`config.mk`:
```
export PLATFORM = sky130hd
export DESIGN_NAME = tcw_front
export DESIGN_NICKNAME = d
export VERILOG_FILES = /design/src/design/tcw_pkg.sv /design/src/design/tcw_front.sv
export SDC_FILE = /design/constraint.sdc
export NUM_CORES = 1
export LEC_CHECK = 0
export ABC_AREA = 1
export BUFFER_PORTS_ARGS = -buffer_cell sky130_fd_sc_hd__buf_2
export CAP_MARGIN = 20
export CORE_MARGIN = 5
export CORE_UTILIZATION = 50
export DETAILED_ROUTE_END_ITERATION = 16
export PLACE_DENSITY = 0.83
export SLEW_MARGIN = 0
export SYNTH_ARGS = -nofsm -noshare
export SYNTH_HDL_FRONTEND = slang
export SYNTH_SLANG_ARGS = --single-unit
```
`constraint.sdc`:
```
create_clock -name i_clk -period 2.5 [get_ports i_clk]
set_input_delay 0.25 -clock i_clk [delete_from_list [all_inputs] [get_ports i_clk]]
set_output_delay 0.25 -clock i_clk [all_outputs]
set_load 0.02 [all_outputs]
```
`src/design/tcw_pkg.sv`:
```
// Package for the text console writer: geometry constants, codes and item types.
// Used by tcw_front, tcw_back and the top level; depends on nothing.
package tcw_pkg;
    localparam int SCREEN_COLS = 80;
    localparam int SCREEN_ROWS = 25;
    localparam int TAB_STOP    = 8;
    localparam int CELL_COUNT  = SCREEN_COLS * SCREEN_ROWS;
    localparam int ADDR_W      = $clog2(CELL_COUNT);
    localparam int COL_W       = 7;
    localparam int ROW_W       = 6;

    localparam logic [1:0] FUNC_PRINT = 2'd0;
    localparam logic [1:0] FUNC_WRITE = 2'd1;
    localparam logic [1:0] FUNC_READ  = 2'd2;
    localparam logic [1:0] FUNC_CLEAR = 2'd3;

    localparam logic [7:0] CH_NEWLINE = 8'd10;
    localparam logic [7:0] CH_BACK    = 8'd8;
    localparam logic [7:0] CH_TAB     = 8'd9;
    localparam logic [7:0] CH_SPACE   = 8'd32;
    localparam logic [7:0] CH_NUL     = 8'd0;

    typedef struct packed {
        logic [1:0] func;
        logic [7:0] char_code;
        logic [6:0] pos_col;
        logic [5:0] pos_row;
    } t_in_item;

    typedef struct packed {
        logic [6:0] cursor_col;
        logic [4:0] cursor_row;
        logic [7:0] read_data;
        logic       bad_position;
    } t_out_item;

    // Classified command passed from the front part to the back part.
    typedef enum logic [2:0] {
        OP_CHAR, OP_NEWLINE, OP_BACK, OP_TAB, OP_WRITE, OP_READ, OP_CLEAR
    } t_op;

    typedef struct packed {
        t_op                op;
        logic [7:0]         data;
        logic [ADDR_W-1:0]  addr;
        logic               bad;
    } t_cmd;
endpackage

```
`src/design/tcw_front.sv`:
```
// Front part: accepts items, classifies them and computes positioned addresses.
// Depends on tcw_pkg.
module tcw_front (
    input  logic              i_clk,
    input  logic              i_rst_n,
    input  logic              i_valid,
    output logic              o_stall,
    input  tcw_pkg::t_in_item i_item,
    output logic              o_cmd_valid,
    input  logic              i_cmd_take,
    output tcw_pkg::t_cmd     o_cmd
);
    import tcw_pkg::*;

    // Two-entry queue.
    t_cmd       r_q [2];
    logic       r_wp, r_rp;
    logic [1:0] r_cnt;
    t_cmd       n_cmd;
    logic [12:0] w_idx;
    logic       w_push, w_pop;

    assign o_stall     = (r_cnt == 2'd2);
    assign o_cmd_valid = (r_cnt != 2'd0);
    assign o_cmd       = r_q[r_rp];
    assign w_push      = i_valid && !o_stall;
    assign w_pop       = i_cmd_take && o_cmd_valid;

    always_comb begin
        w_idx = 13'(i_item.pos_row) * 13'(SCREEN_COLS) + 13'(i_item.pos_col);
        n_cmd.data = i_item.char_code;
        n_cmd.addr = w_idx[ADDR_W-1:0];
        n_cmd.bad  = !(32'(i_item.pos_col) < SCREEN_COLS
                       && 32'(i_item.pos_row) < SCREEN_ROWS);
        unique case (i_item.func)
            FUNC_PRINT: begin
                priority if (i_item.char_code == CH_NEWLINE) n_cmd.op = OP_NEWLINE;
                else if (i_item.char_code == CH_BACK) n_cmd.op = OP_BACK;
                else if (i_item.char_code == CH_TAB) n_cmd.op = OP_TAB;
                else n_cmd.op = OP_CHAR;
                n_cmd.bad = 1'b0;
            end
            FUNC_WRITE: n_cmd.op = OP_WRITE;
            FUNC_READ:  n_cmd.op = OP_READ;
            default: begin
                n_cmd.op  = OP_CLEAR;
                n_cmd.bad = 1'b0;
            end
        endcase
    end

    always_ff @(posedge i_clk) begin
        if (!i_rst_n) begin
            r_wp  <= 1'b0;
            r_rp  <= 1'b0;
            r_cnt <= 2'd0;
        end else begin
            if (w_push) begin
                r_wp <= ~r_wp;
            end
            if (w_pop) begin
                r_rp <= ~r_rp;
            end
            r_cnt <= r_cnt + 2'(w_push) - 2'(w_pop);
        end
        if (w_push) begin
            r_q[r_wp] <= n_cmd;
        end
    end

    a_no_overflow: assert property (@(posedge i_clk) disable iff (!i_rst_n)
        r_cnt == 2'd2 |-> !w_push) else $error("queue overflow");
    a_cnt_range: assert property (@(posedge i_clk) disable iff (!i_rst_n)
        r_cnt != 2'd3) else $error("queue count out of range");
    a_pop_nonempty: assert property (@(posedge i_clk) disable iff (!i_rst_n)
        w_pop |-> r_cnt != 2'd0) else $error("pop from empty queue");
endmodule

```
==> Word level (Yosys, flattened, before mapping) <==
Memories as Yosys holds them, arrays and structs flattened. A register that Yosys moved wholly into a read port is not among the register bits.
Cells that the tools add are included.
{ "totals": {"regBits": 4, "latchBits": 0, "ramBits": 46, "mem_bits_ro": 0, "input_bits": 27, "output_inout_bits": 25, "n_memories": 1} }
{ "classes": {"addsub": 3, "multipliers": 1, "div": 0, "magnitude_cmp": 2, "eq_ne": 6, "shift": 0, "muxes": 9, "bitwise": 2, "reduce_logical": 8} }
{ "memory_table": {"columns": ["name", "words", "word_bits", "read_ports", "rd_clocked_by_memory_dff", "write_ports", "line_no", "rtl"], "rows": [
  ["r_q", 2, 23, 1, 1, 1, "tcw_front.sv:16", "t_cmd r_q [2];"]
]} }
{ "op_table": {"columns": ["op", "count"], "rows": [
  ["$eq 8x4->1 const B", 3],
  ["$add 11x7->11", 1],
  ["$pmux 3 s3", 1],
  ["$lt 7x7->1 const B", 1],
  ["$mul 6x3->7 const B", 1],
  ["$lt 6x5->1 const B", 1],
  ["$mux 2", 3],
  ["$mux 1", 5],
  ["$eq 2x2->1 const B", 2],
  ["$logic_and 1x1->1", 3],
  ["$add 2x1->2", 1],
  ["$eq 2x1->1 const B", 1],
  ["$logic_not 1->1", 2],
  ["$logic_not 2->1", 1],
  ["$not 1->1", 2],
  ["$reduce_bool 2->1", 1],
  ["$reduce_or 2->1", 1],
  ["$sub 2x1->2", 1]
]} }

==> Logic depth before layout (Yosys ltp) <==
{ "depth": {"word_depth": 5, "ltp_mapped": 11, "mapped_depth_nobuf": 11} }

==> Least setup slack after synthesis <==
No wires, ideal clock.
{ "synth_timing": {"path_kind": "reg-to-reg", "startpoint": "register r_cnt[0]", "endpoint": "memory r_q[0][0] (netlist bit), enable pin", "t_arrival_ns": 1.457, "t_required_ns": 2.097, "path_slack_ns": 0.640, "path_stages_with_launch": 3, "period_less_slack_ns": 1.860, "path_cell_list": "dfxtp_1 > o21ai_2 > nor2_1"} }
{ "synth_via": {"elab_chain_cells": 5} }
{ "synth_lines": {"columns": ["element", "line_no", "rtl"], "rows": [
  ["start: declaration", "tcw_front.sv:18", "logic [1:0] r_cnt;"],
  ["start signal: assignment", "tcw_front.sv:64", "r_cnt <= r_cnt + 2'(w_push) - 2'(w_pop);"],
  ["$eq 2x2->1", "tcw_front.sv:23", "assign o_stall = (r_cnt == 2'd2);"],
  ["$logic_not 1->1", "tcw_front.sv:26", "assign w_push = i_valid && !o_stall;"],
  ["$logic_and 1x1->1", "tcw_front.sv:26", null],
  ["$mux 1", "tcw_front.sv:66", "if (w_push) begin"],
  ["$mux 1 (not written as such)", "tcw_front.sv:67", "r_q[r_wp] <= n_cmd;"],
  ["end: declaration", "tcw_front.sv:16", null]
]} }
No other way between the ends.

==> flow_summary_export.csv <==
group,metric,value,unit
status,outcome,"finished, final reports clean",
synthesis,syn_inst,178,
min_path,hold_start,"i_item[8]",
clock_tree,root_buffer,"clkbuf_8",
critical_path,r2r_start,"r_cnt[0]",
global_routing,busiest_layer,"met2",
timing,setup_ws,0.5805,ns
placed_design,dp.cells,286,
clock_tree,post_cts_resized,0,
synthesis,ys_seq_elements,51,
route,wl,3980,um
synthesis,synth-compound-area-share,2.700,%
clock_tree,numCtsBuffers,5,
clock_tree,post_cts_buffers,0,
synthesis,synth_xor_area_share,1.482,%
floorplanning,io_pins,52,
route,drt_iter0_drc,34,
critical_path,crit_family,"flip-flops",
timing,finalSetupViolations,0,
synthesis,syn_nets,221,
global_routing,antenna_found_initial,0,
critical_path,crit_path_end_kind,"output port",
timing,hold_viol,0,
synthesis,synth-simple-area-share,8.947,%
timing,worst_slew_pin_slew,0.3588,ns
synthesis,yosysSeqAreaShare,62.68,%
critical_path,cp_cell_sequence,"buf_4 > mux2_2 > buf_2",
synthesis,syn_avg_cell_area,13.28,um2
synthesis,synth_top_family_by_area,"multiplexers",
floorplanning,fp.dieH,78.76,um
layout,syn2layout_area_growth,18.21,%
placed_design,io_buffers,51,
synthesis,synthAdderAreaFrac,9.105,%
flow_run,cap_violations,0,
synthesis,synth.area.top_cells,"edfxtp_1, mux2_2, ha_1",
critical_path,crit_arrival,1.67,ns
timing,slew_headroom,75.87,%
global_routing,grt_usage,13.86,%
clock_tree,ctsHoldBuffers,0,
route,wl_per_cell,13.54,um
global_routing,grt_use_met1,14.92,%
floorplanning,fp-row-count,25,
synthesis,synth.area.mux_share,10.96,%
timing,max_freq,521.0,MHz
synthesis,synthDistinctLibCells,23,
synthesis,synthMostInstantiatedCell,"edfxtp_1",
critical_path,worst_path_largest_cell_delay,0.50,ns
clock_tree,clk_latency,0.30,ns
synthesis,synthTopCellsByCount,"edfxtp_1, nand2_1, mux2_2, inv_1, ha_1",
clock_tree,cts.htree.levels,2,
timing,hold_slack,0.1355,ns
floorplanning,core_area,4661,um2
global_routing,gr-usage-met2,25.72,%
synthesis,netlist_area,2364,um2
critical_path,worstSetupStartpointType,"flop",
floorplanning,die-area,6202,um2
clock_tree,cts.sinks,51,
critical_path,worst-path-max-fanout,17,
power_and_ir_drop,p_leak,1.204,nW
global_routing,grt_pass1_vias,1479,
clock_tree,clockBufferDepth,2,
timing,clock_skew,0.005912,ns
route,routed_via_density,4.983,
power_and_ir_drop,ir_drop,0.0002891,V
power_and_ir_drop,finalPower,0.002449,W
route,drcViolationCount,0,
timing,fin_setup_tns,0,ns
power_and_ir_drop,cellPowerDensity,876.6,nW/um2
layout,drive_above_1_share,38.33,%
synthesis,yosysTopAreaCell,"edfxtp_1",
synthesis,synth_top_area_share,58.44,%
clock_tree,cts_tree,"yes",
global_routing,grt_max_degree,18,
critical_path,slowest_stage,"dfxtp_1",
floorplanning,initial_core_util,50.71,%
timing,min_period_over_period,76.78,%
layout,fin_cells,294,
global_routing,grt_pass1_wl,6527,um
route,via_count,1465,
synthesis,synth-async-reset-ratio,0,%
route,antenna_left,0,
global_routing,met3_usage,3.741,%
route,dr.pass1.iters,4,
layout,diodes,0,
synthesis,synth_warnings,0,
placed_design,dp_slack,0.3891,ns
global_routing,grt_overflow,0,
placed_design,place_congestion,0.7481,
synthesis,synthFlopType,"edfxtp_1",
critical_path,path_class,"reg2out",
min_path,hold_path.class,"in2reg",
critical_path,crit_buf_inv,2,
layout,final_nets,282,
timing,period_minus_slack,1.920,ns
timing,drv_slew,0,
timing,rsz0062_at_grt,"no",
floorplanning,die_w,78.76,um
synthesis,synth-edff-count,46,
clock_tree,path_clk_slew,0.09,ns
critical_path,worstPathRequired,2.25,ns
placed_design,hpwl,3063,um
-- state kept, by name, indices dropped and copies added, names as in the netlist, named ones only --
| name | count |
|---|---|
| r_q | 46 |
| r_rp | 1 |
| r_wp | 1 |
| r_cnt | 2 |
-- metrics by stage --
stage          area (um2)  utilization, %
6_report             2794           59.95
2_1_floorplan        2364               -
4_1_cts              2794           59.95
3_3_place_gp         2706           58.07
5_1_grt              2794           59.95
3_5_place_dp         2706           58.07
-- path summary, 6_finish.rpt --
| path | slack [ns] | depth (start not counted) | end |
|---|---|---|---|
| min | 0.14 | 1 | r_q[0][3] |
| max reg2reg | 0.95 | 11 | r_cnt[1] |
| max | 0.58 | 3 | o_cmd[11] |
| min reg2reg | 0.49 | 2 | r_rp |
-- layout by cell type (no fill, tap or decap) --
master / n
buf_2: 51
edfxtp_1: 46
nand2_1: 29
mux2_2: 23
inv_1: 19
ha_1: 14
nor2_1: 9
nand3_1: 7
dfxtp_1: 5
clkbuf_8: 5
buf_4: 5
a21oi_1: 4
o21ai_0: 3
xnor2_1: 2
xor2_1: 2
nor2_2: 2
fa_1: 2
clkinv_2: 2
inv_2: 1
o21ai_2: 1
nand3b_1: 1
or2_2: 1
or2_1: 1
nand4_1: 1
o21ai_1: 1
o21a_1: 1
a21boi_0: 1
inv_6: 1
-- report_power, final --
| group | switching (W) | internal [W] | total [W] |
|---|---|---|---|
| Sequential | 0.0000484 | 0.00111 | 0.00116 |
| Combinational | 0.000498 | 0.000332 | 0.000830 |
| Clock | 0.000264 | 0.000197 | 0.000461 |
-- per-layer routing --
| metal | part of all wire [%] | up-vias |
|---|---|---|
| met2 | 53 | 33 |
| li1 | - | 744 |
| met1 | 41 | 682 |
| met4 | 1.3 | 0 |
| met5 | 0 | - |
| met3 | 4.6 | 6 |
-- logic make-up (layout without fill, tap and decap cells) --
kind of cell / count (synthesis) / count (layout)
XOR/XNOR: 4 / 4
AND/OR/NAND/NOR: 51 / 51
adder cells (fa/ha/maj): 16 / 16
buffers and inverters: 22 / 84
multiplexers: 23 / 23
flip-flops: 51 / 51
AO/OA/AOI/OAI: 11 / 11
-- area by class of cell --
type | instances | area, um2
Fill cell | 364 | 1867
Clock buffer | 5 | 68.82
Clock inverter | 3 | 18.77
Sequential cell | 51 | 1481
Timing Repair Buffer | 56 | 292.8
Tap cell | 54 | 67.56
Multi-Input combinational cell | 105 | 789.5
Inverter | 20 | 75.07
-- worst register-to-register path, stage by stage, from the launching register on --
cell     delay [ns]
dfxtp_1        0.35
inv_1          0.06
nand2_1        0.05
nand2_1        0.13
inv_1          0.06
ha_1           0.26
inv_1          0.04
ha_1           0.17
xnor2_1        0.17
nand2_1        0.07
nand2_1        0.06
nor2_1         0.03
(Power assumes the default switching activity.)
